--- src/hw/rtl/ssat_pkg.sv ---
`default_nettype none

package ssat_pkg;

    // Index width of the token buffer and input counter
    localparam int INDEX_BITS_DEF = 16;

    // Result queue depth (power of two)
    localparam int OQ_DEPTH = 4;

    // Reset value of the buffer limit register
    localparam logic [16:0] BUF_LIMIT_RST = 17'h10000;

    // Character codes
    localparam logic [7:0] CH_NUL = 8'h00;
    localparam logic [7:0] CH_TAB = 8'h09;
    localparam logic [7:0] CH_NL  = 8'h0A;
    localparam logic [7:0] CH_SP  = 8'h20;
    localparam logic [7:0] CH_DQ  = 8'h22;
    localparam logic [7:0] CH_SQ  = 8'h27;
    localparam logic [7:0] CH_BS  = 8'h5C;
    localparam logic [7:0] CH_N   = 8'h6E;
    localparam logic [7:0] CH_T   = 8'h74;

    // Result kinds
    typedef enum logic [1:0] {
        KIND_DATA  = 2'd0,
        KIND_TOKEN = 2'd1,
        KIND_LINE  = 2'd2
    } kind_t;

    // Line status codes
    localparam logic [1:0] ST_OK       = 2'd0;
    localparam logic [1:0] ST_UNTERM   = 2'd1;
    localparam logic [1:0] ST_BUF_FULL = 2'd2;

    // One result word
    typedef struct packed {
        kind_t       kind;
        logic [7:0]  data_byte;
        logic [15:0] byte_index;
        logic [15:0] token_start;
        logic [16:0] token_length;
        logic [1:0]  status;
        logic [15:0] error_position;
        logic        last_of_run;
    } res_t;

    // Results produced by one accepted input byte
    typedef struct packed {
        logic [1:0] n;
        res_t       r0;
        res_t       r1;
    } push_t;

endpackage

`default_nettype wire

--- src/hw/rtl/ssat_lexer.sv ---
`default_nettype none

module ssat_lexer
    import ssat_pkg::*;
#(
    parameter int INDEX_BITS = INDEX_BITS_DEF
)
(
    input  wire logic        clk,
    input  wire logic        rst_n,
    input  wire logic        accept,
    input  wire logic [7:0]  in_byte,
    input  wire logic        cfg_we,
    input  wire logic [16:0] cfg_data,
    output push_t            push
);

    localparam int W  = INDEX_BITS;
    localparam int CW = (W + 1 > 17) ? W + 1 : 17;
    localparam logic [W:0]   BUF_MAX = {1'b1, {W{1'b0}}};
    localparam logic [W-1:0] IDX_MAX = {W{1'b1}};

    typedef enum logic [2:0] {
        M_BETWEEN  = 3'd0,
        M_WORD     = 3'd1,
        M_WORD_ESC = 3'd2,
        M_SQ       = 3'd3,
        M_DQ       = 3'd4,
        M_DQ_ESC   = 3'd5,
        M_ERROR    = 3'd6
    } mode_t;

    mode_t        mode_reg, mode_next;
    logic [W:0]   wc_reg, wc_next;
    logic [W:0]   cts_reg, cts_next;
    logic [W-1:0] idx_reg, idx_next;
    logic [1:0]   sstat_reg, sstat_next;
    logic [W-1:0] sepos_reg, sepos_next;
    logic [16:0]  blim_reg;

    logic         ovf;
    logic         do_app;
    logic [7:0]   app_c;
    logic [1:0]   n;
    res_t         r0, r1;
    logic [W-1:0] cts_cl;
    logic [W:0]   tlen;
    logic [W-1:0] esc_pos;
    logic [63:0]  wc64, cts64, tlen64, idx64, esc64, sepos64;
    res_t         tok_res, data_res, line_ok, line_idx, line_esc, line_err;

    // Buffer-full test against min(limit, 2^W)
    assign ovf = (CW'(wc_reg) >= CW'(blim_reg)) || (wc_reg >= BUF_MAX);

    // Token start saturates at the last index; length is fill minus start
    assign cts_cl  = (cts_reg > {1'b0, IDX_MAX}) ? IDX_MAX : cts_reg[W-1:0];
    assign tlen    = wc_reg - cts_reg;
    assign esc_pos = (idx_reg == IDX_MAX || idx_reg == '0) ? idx_reg : idx_reg - 1'b1;

    assign wc64    = 64'(wc_reg);
    assign cts64   = 64'(cts_cl);
    assign tlen64  = 64'(tlen);
    assign idx64   = 64'(idx_reg);
    assign esc64   = 64'(esc_pos);
    assign sepos64 = 64'(sepos_reg);

    // Prebuilt result words
    always_comb
    begin
        tok_res              = '0;
        tok_res.kind         = KIND_TOKEN;
        tok_res.token_start  = cts64[15:0];
        tok_res.token_length = tlen64[16:0];

        data_res             = '0;
        data_res.kind        = KIND_DATA;
        data_res.data_byte   = app_c;
        data_res.byte_index  = wc64[15:0];

        line_ok              = '0;
        line_ok.kind         = KIND_LINE;
        line_ok.status       = ST_OK;

        line_idx                = line_ok;
        line_idx.status         = ST_UNTERM;
        line_idx.error_position = idx64[15:0];

        line_esc                = line_ok;
        line_esc.status         = ST_UNTERM;
        line_esc.error_position = esc64[15:0];

        line_err                = line_ok;
        line_err.status         = sstat_reg;
        line_err.error_position = (sstat_reg != ST_OK) ? sepos64[15:0] : 16'd0;
    end

    // Next state and results for the byte at the input
    always_comb
    begin
        mode_next  = mode_reg;
        wc_next    = wc_reg;
        cts_next   = cts_reg;
        idx_next   = idx_reg;
        sstat_next = sstat_reg;
        sepos_next = sepos_reg;
        do_app     = 1'b0;
        app_c      = in_byte;
        n          = 2'd0;
        r0         = '0;
        r1         = '0;

        unique case (mode_reg)
            M_BETWEEN:
            begin
                if (in_byte == CH_NUL)
                begin
                    r0 = line_ok;
                    n  = 2'd1;
                end
                else if (in_byte == CH_SP || in_byte == CH_TAB)
                begin
                end
                else if (in_byte == CH_DQ)
                begin
                    cts_next  = wc_reg;
                    mode_next = M_DQ;
                end
                else if (in_byte == CH_SQ)
                begin
                    cts_next  = wc_reg;
                    mode_next = M_SQ;
                end
                else if (in_byte == CH_BS)
                begin
                    cts_next  = wc_reg;
                    mode_next = M_WORD_ESC;
                end
                else
                begin
                    cts_next  = wc_reg;
                    mode_next = M_WORD;
                    do_app    = 1'b1;
                end
            end
            M_WORD:
            begin
                if (in_byte == CH_NUL)
                begin
                    r0 = tok_res;
                    r1 = line_ok;
                    n  = 2'd2;
                end
                else if (in_byte == CH_SP || in_byte == CH_TAB)
                begin
                    r0        = tok_res;
                    n         = 2'd1;
                    mode_next = M_BETWEEN;
                end
                else if (in_byte == CH_BS)
                begin
                    mode_next = M_WORD_ESC;
                end
                else
                begin
                    do_app = 1'b1;
                end
            end
            M_WORD_ESC:
            begin
                // trailing backslash is dropped and the word closes
                if (in_byte == CH_NUL)
                begin
                    r0 = tok_res;
                    r1 = line_ok;
                    n  = 2'd2;
                end
                else
                begin
                    mode_next = M_WORD;
                    do_app    = 1'b1;
                end
            end
            M_SQ:
            begin
                if (in_byte == CH_NUL)
                begin
                    r0 = line_idx;
                    n  = 2'd1;
                end
                else if (in_byte == CH_SQ)
                begin
                    r0        = tok_res;
                    n         = 2'd1;
                    mode_next = M_BETWEEN;
                end
                else
                begin
                    do_app = 1'b1;
                end
            end
            M_DQ:
            begin
                if (in_byte == CH_NUL)
                begin
                    r0 = line_idx;
                    n  = 2'd1;
                end
                else if (in_byte == CH_DQ)
                begin
                    r0        = tok_res;
                    n         = 2'd1;
                    mode_next = M_BETWEEN;
                end
                else if (in_byte == CH_BS)
                begin
                    mode_next = M_DQ_ESC;
                end
                else
                begin
                    do_app = 1'b1;
                end
            end
            M_DQ_ESC:
            begin
                // open escape at line end reports the backslash position
                if (in_byte == CH_NUL)
                begin
                    r0 = line_esc;
                    n  = 2'd1;
                end
                else
                begin
                    if (in_byte == CH_N)
                        app_c = CH_NL;
                    else if (in_byte == CH_T)
                        app_c = CH_TAB;
                    mode_next = M_DQ;
                    do_app    = 1'b1;
                end
            end
            default:
            begin
                // error mode: drop bytes until the line ends
                if (in_byte == CH_NUL)
                begin
                    r0 = line_err;
                    n  = 2'd1;
                end
            end
        endcase

        // Buffer write or overflow
        if (do_app)
        begin
            if (ovf)
            begin
                sstat_next = ST_BUF_FULL;
                sepos_next = idx_reg;
                mode_next  = M_ERROR;
            end
            else
            begin
                r0      = data_res;
                n       = 2'd1;
                wc_next = wc_reg + 1'b1;
            end
        end

        // Line end restores everything but the limit
        if (in_byte == CH_NUL)
        begin
            mode_next  = M_BETWEEN;
            wc_next    = '0;
            cts_next   = '0;
            idx_next   = '0;
            sstat_next = ST_OK;
            sepos_next = '0;
        end
        else if (idx_reg != IDX_MAX)
        begin
            idx_next = idx_reg + 1'b1;
        end

        // Mark the final result of this byte
        if (n == 2'd1)
            r0.last_of_run = 1'b1;
        if (n == 2'd2)
            r1.last_of_run = 1'b1;
    end

    assign push.n  = accept ? n : 2'd0;
    assign push.r0 = r0;
    assign push.r1 = r1;

    // State and limit register
    always_ff @(posedge clk or negedge rst_n)
    begin
        if (!rst_n)
        begin
            mode_reg  <= M_BETWEEN;
            wc_reg    <= '0;
            cts_reg   <= '0;
            idx_reg   <= '0;
            sstat_reg <= ST_OK;
            sepos_reg <= '0;
            blim_reg  <= BUF_LIMIT_RST;
        end
        else
        begin
            if (accept)
            begin
                mode_reg  <= mode_next;
                wc_reg    <= wc_next;
                cts_reg   <= cts_next;
                idx_reg   <= idx_next;
                sstat_reg <= sstat_next;
                sepos_reg <= sepos_next;
            end
            if (cfg_we)
                blim_reg <= cfg_data;
        end
    end

`ifndef SYNTHESIS
    a_line_clears: assert property (@(posedge clk) disable iff (!rst_n)
        accept && in_byte == CH_NUL |=> mode_reg == M_BETWEEN && wc_reg == '0
            && idx_reg == '0 && sstat_reg == ST_OK)
        else $error("line end did not clear lexer state");

    a_fill_bound: assert property (@(posedge clk) disable iff (!rst_n)
        wc_reg <= BUF_MAX && cts_reg <= wc_reg)
        else $error("buffer fill or token start out of range");

    a_two_results: assert property (@(posedge clk) disable iff (!rst_n)
        push.n == 2'd2 |-> push.r0.kind == KIND_TOKEN && push.r1.kind == KIND_LINE
            && in_byte == CH_NUL)
        else $error("two results must be token end then line end");
`endif

endmodule

`default_nettype wire

--- src/hw/rtl/ssat_outq.sv ---
`default_nettype none

module ssat_outq
    import ssat_pkg::*;
(
    input  wire logic  clk,
    input  wire logic  rst_n,
    input  wire push_t push,
    output logic       has_room,
    output logic       out_valid,
    input  wire logic  out_ready,
    output res_t       out_word
);

    localparam int PW = $clog2(OQ_DEPTH);

    res_t         mem_reg [OQ_DEPTH];
    logic [PW-1:0] wp_reg, rp_reg;
    logic [PW:0]   count_reg, count_next;
    logic          pop;

    assign out_valid = (count_reg != '0);
    assign out_word  = mem_reg[rp_reg];
    assign pop       = out_valid && out_ready;
    // room for the two results a single byte can cause
    assign has_room  = (count_reg <= (PW + 1)'(OQ_DEPTH - 2));

    assign count_next = count_reg + (PW + 1)'(push.n) - (PW + 1)'(pop);

    // Queue storage
    always_ff @(posedge clk)
    begin
        if (push.n != 2'd0)
            mem_reg[wp_reg] <= push.r0;
        if (push.n == 2'd2)
            mem_reg[wp_reg + 1'b1] <= push.r1;
    end

    // Pointers and fill count
    always_ff @(posedge clk or negedge rst_n)
    begin
        if (!rst_n)
        begin
            wp_reg    <= '0;
            rp_reg    <= '0;
            count_reg <= '0;
        end
        else
        begin
            wp_reg    <= wp_reg + PW'(push.n);
            if (pop)
                rp_reg <= rp_reg + 1'b1;
            count_reg <= count_next;
        end
    end

`ifndef SYNTHESIS
    a_no_overflow: assert property (@(posedge clk) disable iff (!rst_n)
        count_reg <= (PW + 1)'(OQ_DEPTH))
        else $error("result queue overflow");

    a_ptr_gap: assert property (@(posedge clk) disable iff (!rst_n)
        count_reg != (PW + 1)'(OQ_DEPTH) |-> PW'(wp_reg - rp_reg) == count_reg[PW-1:0])
        else $error("queue pointers disagree with fill count");
`endif

endmodule

`default_nettype wire

--- src/hw/rtl/shell_style_argument_tokenizer_top.sv ---
`default_nettype none

// Shell-style command-line tokenizer. Each input word is one byte of the
// line, and a zero byte ends it. Results come out as data bytes with their
// buffer index, token ends with start and length, and a line-end status
// (ok, unterminated quote, buffer full). A byte is taken every cycle while
// in_ready is high; its results enter a four-entry result queue on the
// same edge, so the first result is visible in the cycle after acceptance.
// Most bytes cause at most one result, giving one byte per cycle sustained
// while output keeps up; a line end closing a bare word makes two results.
// in_ready drops while fewer than two queue entries are free, so the queue
// drain of one result per cycle sets the rate. The user writes the buffer
// limit via cfg_we/cfg_data between lines, unchecked; it resets to 65536.
module shell_style_argument_tokenizer_top
    import ssat_pkg::*;
#(
    parameter int INDEX_BITS = INDEX_BITS_DEF
)
(
    input  wire logic        clk,
    input  wire logic        rst_n,
    input  wire logic        cfg_we,
    input  wire logic [16:0] cfg_data,
    input  wire logic        in_valid,
    output logic             in_ready,
    input  wire logic [7:0]  in_byte,
    output logic             out_valid,
    input  wire logic        out_ready,
    output logic [1:0]       kind,
    output logic [7:0]       data_byte,
    output logic [15:0]      byte_index,
    output logic [15:0]      token_start,
    output logic [16:0]      token_length,
    output logic [1:0]       status,
    output logic [15:0]      error_position,
    output logic             last_of_run
);

    logic  accept;
    push_t push;
    res_t  out_word;

    assign accept = in_valid && in_ready;

    // Lexer state and per-byte decode
    ssat_lexer #(
        .INDEX_BITS (INDEX_BITS)
    ) u_lexer (
        .clk      (clk),
        .rst_n    (rst_n),
        .accept   (accept),
        .in_byte  (in_byte),
        .cfg_we   (cfg_we),
        .cfg_data (cfg_data),
        .push     (push)
    );

    // Result queue
    ssat_outq u_outq (
        .clk       (clk),
        .rst_n     (rst_n),
        .push      (push),
        .has_room  (in_ready),
        .out_valid (out_valid),
        .out_ready (out_ready),
        .out_word  (out_word)
    );

    assign kind           = out_word.kind;
    assign data_byte      = out_word.data_byte;
    assign byte_index     = out_word.byte_index;
    assign token_start    = out_word.token_start;
    assign token_length   = out_word.token_length;
    assign status         = out_word.status;
    assign error_position = out_word.error_position;
    assign last_of_run    = out_word.last_of_run;

endmodule

`default_nettype wire

--- config.mk ---
export PLATFORM = sky130hd
export DESIGN_NAME = shell_style_argument_tokenizer_top
export DESIGN_NICKNAME = d
export VERILOG_FILES = /design/src/hw/rtl/ssat_pkg.sv /design/src/hw/rtl/ssat_lexer.sv /design/src/hw/rtl/ssat_outq.sv /design/src/hw/rtl/shell_style_argument_tokenizer_top.sv
export SDC_FILE = /design/constraint.sdc
export NUM_CORES = 1
export LEC_CHECK = 0
export BUFFER_PORTS_ARGS = -buffer_cell sky130_fd_sc_hd__buf_2
export CAP_MARGIN = 20
export CORE_AREA = 2 2 227 229
export CTS_BUF_LIST = sky130_fd_sc_hd__clkbuf_8
export DETAILED_ROUTE_END_ITERATION = 16
export DIE_AREA = 0 0 229 231
export PLACE_DENSITY = 0.67
export SETUP_SLACK_MARGIN = 0.05
export SLEW_MARGIN = 20
export SYNTH_ARGS = -nofsm -noshare
export SYNTH_HDL_FRONTEND = slang
export SYNTH_HIERARCHICAL = 1
export SYNTH_SLANG_ARGS = --single-unit
--- constraint.sdc ---
create_clock -name clk -period 25.6 [get_ports clk]
set_input_delay 2.56 -clock clk [delete_from_list [all_inputs] [get_ports clk]]
set_output_delay 2.56 -clock clk [all_outputs]
set_load 0.005 [all_outputs]
Yosys cells after proc, flatten, opt, wreduce, memory -nomap -nowiden --
Memory sizes are Yosys's and may differ from the RTL's. Cells that the tools add are included.
Storage, ports and cells: bits in registers 95, memory bits (writable) 312, input bits 30, memories 1
Memory list:
- u_outq.mem_reg | words 4, bits a word 78, rd ports 1, clocked after memory_dff 0, write ports 2, line ssat_outq.sv:17 | res_t mem_reg [OQ_DEPTH];
Cells by class: add/sub/neg operators 9, order comparisons 4, eq/ne operators 19, muxes and demuxes 79, reduce and logical (&&, ||, !) cells 21
Operators with widths (number):
- $mux 78 | 9
- $pmux 78 s6 | 1
- $mux 77 | 4
- $mux 16 | 8
- $mux 17 | 6
- $mux 3 | 11
- $mux 8 | 4
- $eq 8x6->1 const B | 3
- $eq 8x7->1 const B | 3
- $mux 1 | 22
- $mux 2 | 11
- $pmux 3 s6 | 1
- $add 17x1->17 const B | 1
- $ge 17x17->1 | 1
- $ge 17x17->1 const B | 1
- $gt 17x16->1 const B | 1
- $sub 17x17->17 | 1
- $add 16x1->16 const B | 1
- $eq 16x16->1 const B | 1
- $logic_not 16->1 | 1
- $ne 16x16->1 const B | 1
- $sub 16x1->16 const B | 1
- $reduce_bool 2->1 | 6
- $reduce_and 3->1 | 3
- other kinds (21) | 30

Logic depth before layout (Yosys ltp) --
depth after elaboration 12, depth in mapped cells 15

Cells and area by module --
The synthesis kept the hierarchy.
Modules (own cells, without submodules):
- ssat_outq | times used 1, cells an instance 795, area an instance 15504.9 sq um, seq. area each 9544.2 sq um
- ssat_lexer | times used 1, cells an instance 891, area an instance 7026.7 sq um, seq. area each 2178.3 sq um
- shell_style_argument_tokenizer_top | times used 1, cells an instance 1, area an instance 6.3 sq um, seq. area each 0.0 sq um

Least setup slack after synthesis --
No wires, ideal clock.
path type input to register, from input in_byte[3], to memory u_outq/mem_reg[0][0] (netlist name) (enable), library setup time 622 ps, data arrival time 10319 ps, setup slack 14659 ps, stages on the path 11, path buffers 3, cells stage by stage buf_2 -> and3b_1 -> o211ai_2 -> or3b_4 -> a31oi_4 -> o21ai_2 -> buf_6 -> clkbuf_1 -> a31oi_1 -> o21bai_1 -> o21ai_0
RTL lines:
- start, declared | line shell_style_argument_tokenizer_top.sv:26 | input wire logic [7:0] in_byte,
- end, declared | line ssat_outq.sv:17

==> qor.yml <==
tightest_slew_ns: 1.08
clk_latency_ns: 0.66
drv_slew: 0
drv_cap: 0
hold_violations: 0
skew_ns: 0.0445
ys.flop_type: "edfxtp_1"
setup_tns_ns: 0
relSlewSlack: 0.281
power.density_nw_per_um2: 84.7
arrival_ns: 7.63
numCtsBuffers: 70
cts_resized: 0
mostFrequentLayoutCells: "312 x edfxtp_1, 258 x mux2_2, 108 x buf_2"
die-area_um2: 52900
drt_iter0_drc: 1018
preCtsSetupSlack_ns: 17.58
crit_type: "in -> reg"
critPathBufInv: 3
p_sw_frac: 0.334
post-route-period-util: 0.288
critPathMaxFanout: 44
switchingPower_uw: 698
largest_reg_flops: 312
grt_pass1_vias: 14484
grt_usage: 0.206
final_common_cell: "edfxtp_1"
crit_chain: "buf_2 > nor4b_1 > nand2_1 > a211oi_1 > a31oi_4 > o21ai_2 > a31oi_1 > and4bb_4 > buf_4 > o21bai_4 > buf_4"
clk_pin_slew_ns: 0.06
placed_cells: 2402
grt_pass1_wl_um: 84000
route.detailed.drc: 0
wl_um: 53800
seq_area_um2: 11700
fmax_ghz: 0.136
start_util: 0.445
drive_gt1_frac: 0.331
multi_input_area_um2: 9900
place.port_buffers: 109
rsz0062_at_grt: "no"
final_cells: 2531
crit_path_end_kind: "flop"
critPathLaunchType: "input pin"
die_x_um: 229
status: "finished clean"
cts-root-buf: "clkbuf_8"
internal-power_uw: 1390
ys_types: 81
vias: 14141
wl_per_cell_um: 21.3
grt_max_degree: 60
coreArea_um2: 50700
ir_drop_v: 0.0000632
finalNetCount: 1866
synth_edf_count: 312
total_power_uw: 2090
clk_path_buf_depth: 3
setup_ws_ns: 18.23
areaGrowthSynthToFinish_pct: 9.53
syn_avg_cell_area_um2: 13.4
required_ns: 25.86
p_leak_uw: 0.00960
nFillCells: 4461
yosys_warnings: 6
power.share.combinational: 0.320
p_clk_frac: 0.256
h-tree-depth: 3
syn_area_um2: 22500
post_cts_buffers: 0
die_y_um: 231
pwr-share-seq: 0.424
cts_tree: "done"
yosysSeqAreaShare: 0.520
drtAntennaViolNets: 0
dr.pass1.iters: 7
critPathMaxStageDelay_ns: 0.94
slowest_stage: "and4bb_4"
grt_overflow: 0
synth-async-reset-ratio: 0.232
synth-seq-cells: 406
hold_path_class: "reg -> reg"
syn-instance-count: 1687
rows: 83
holdBufCountCts: 0
antenna_found_initial: 3
cts.sinks: 406
dp_hpwl_um: 33800
cp_top_family: "compound AO/OA/AOI/OAI gates"
cp_common_cell: "buf_4"
setup_viol: 0
viasPerCell: 5.59
ioPinCount: 110
period_minus_slack_ns: 7.37
gp_congestion: 0.887
cell usage after synthesis (all sizes together), types with 3 or more instances:
cell	count	share of area
a211oi	8	0.0027
a21o	8	0.0027
a21oi	36	0.0080
a221o	4	0.0018
a22o	21	0.0082
a22oi	4	0.0013
a31oi	6	0.0023
and2	24	0.0067
and3	12	0.0033
and3b	3	0.0012
and4	3	0.0012
buf	129	0.040
clkbuf	47	0.0078
dfrtp	93	0.10
edfxtp	312	0.42
ha	40	0.022
inv	52	0.0087
mux2	313	0.16
mux2i	4	0.0018
mux4	78	0.078
nand2	104	0.017
nand2b	11	0.0031
nand3	28	0.0062
nand4	7	0.0019
nand4b	6	0.0026
nor2	100	0.017
nor2b	5	0.0014
nor3	22	0.0051
nor4	6	0.0017
nor4b	4	0.0029
o211ai	9	0.0032
o21a	8	0.0027
o21ai	74	0.017
o21bai	6	0.0020
o311ai	7	0.0027
o31a	4	0.0016
o31ai	3	0.0010
or2	4	0.0011
or3	15	0.0042
or4	6	0.0020
xnor2	12	0.0047
xor2	14	0.0054
metal layers:
metal | part of all wire | track usage | wire length, um
met5 | 0.00024 | 0 | 13
met4 | 0.024 | 0.0747 | 1300
met3 | 0.052 | 0.0372 | 2810
met2 | 0.49 | 0.342 | 26300
met1 | 0.44 | 0.271 | 23500
final timing paths:
| kind | end | startpoint | slack (ns) | cells past startpoint |
|---|---|---|---|---|
| max in group asynchronous | u_outq/rp_reg[0] | rst_n | 22.42 | 2 |
| min in group asynchronous | u_lexer/sepos_reg[10] | rst_n | 1.92 | 1 |
| hold / removal | u_lexer/sstat_reg[1] | u_lexer/sstat_reg[1] | 0.50 | 2 |
| hold reg to reg | u_lexer/sstat_reg[1] | u_lexer/sstat_reg[1] | 0.50 | 2 |
| setup / recovery | u_outq/mem_reg[2][28] | in_byte[4] | 18.23 | 11 |
| setup reg to reg | u_outq/mem_reg[2][28] | u_lexer/wc_reg[11] | 19.71 | 10 |
power groups by stage:
stage	logic (uW)	registers (uW)	clock network (uW)
global placement	665	895	0
floorplan	496	854	0
global route	735	896	578
CTS	678	886	550
finish	670	887	535
detailed placement	673	899	0
logic make-up (layout without fill, tap and decap cells):
group / count (synthesis) / count (layout) / synth area share
and+or+nand+nor: 368 / 368 / 0.0819
xor gates and xnor gates: 26 / 26 / 0.0101
other: 1 / 78 / 0.000166
adders and majority gates: 42 / 42 / 0.0240
muxes: 395 / 395 / 0.241
DFF: 406 / 406 / 0.520
AOI/OAI and AO/OA: 220 / 220 / 0.0666
buffers and inverters: 229 / 316 / 0.0562
area by class of cell:
| class | count | share of cell area |
|---|---|---|
| Multi-Input combinational cell | 1127 | 0.401 |
| Sequential cell | 406 | 0.475 |
| Timing Repair Buffer | 136 | 0.0304 |
| Antenna cell | 2 | 0.000203 |
| Tap cell | 680 | 0.0345 |
| Clock buffer | 73 | 0.0407 |
| Clock inverter | 54 | 0.0101 |
| Inverter | 53 | 0.00806 |
per-stage QoR:
| stage | instance area, um2 | hold WS, ns | utilization |
|---|---|---|---|
| 4_1_cts | 24700 | 0.503 | 0.487 |
| 6_report | 24700 | 0.504 | 0.487 |
| 2_1_floorplan | 22800 | 0.467 | - |
| 5_1_grt | 24700 | 0.545 | 0.487 |
| 3_3_place_gp | 23400 | 0.481 | 0.462 |
| 3_5_place_dp | 23400 | 0.489 | 0.462 |
tightest hold or removal path, stage by stage, from the launching register on:
cell and delay, ns:
dfrtp_1 0.34, nor2_1 0.05, nor2_1 0.07
(Power assumes the default switching activity.)
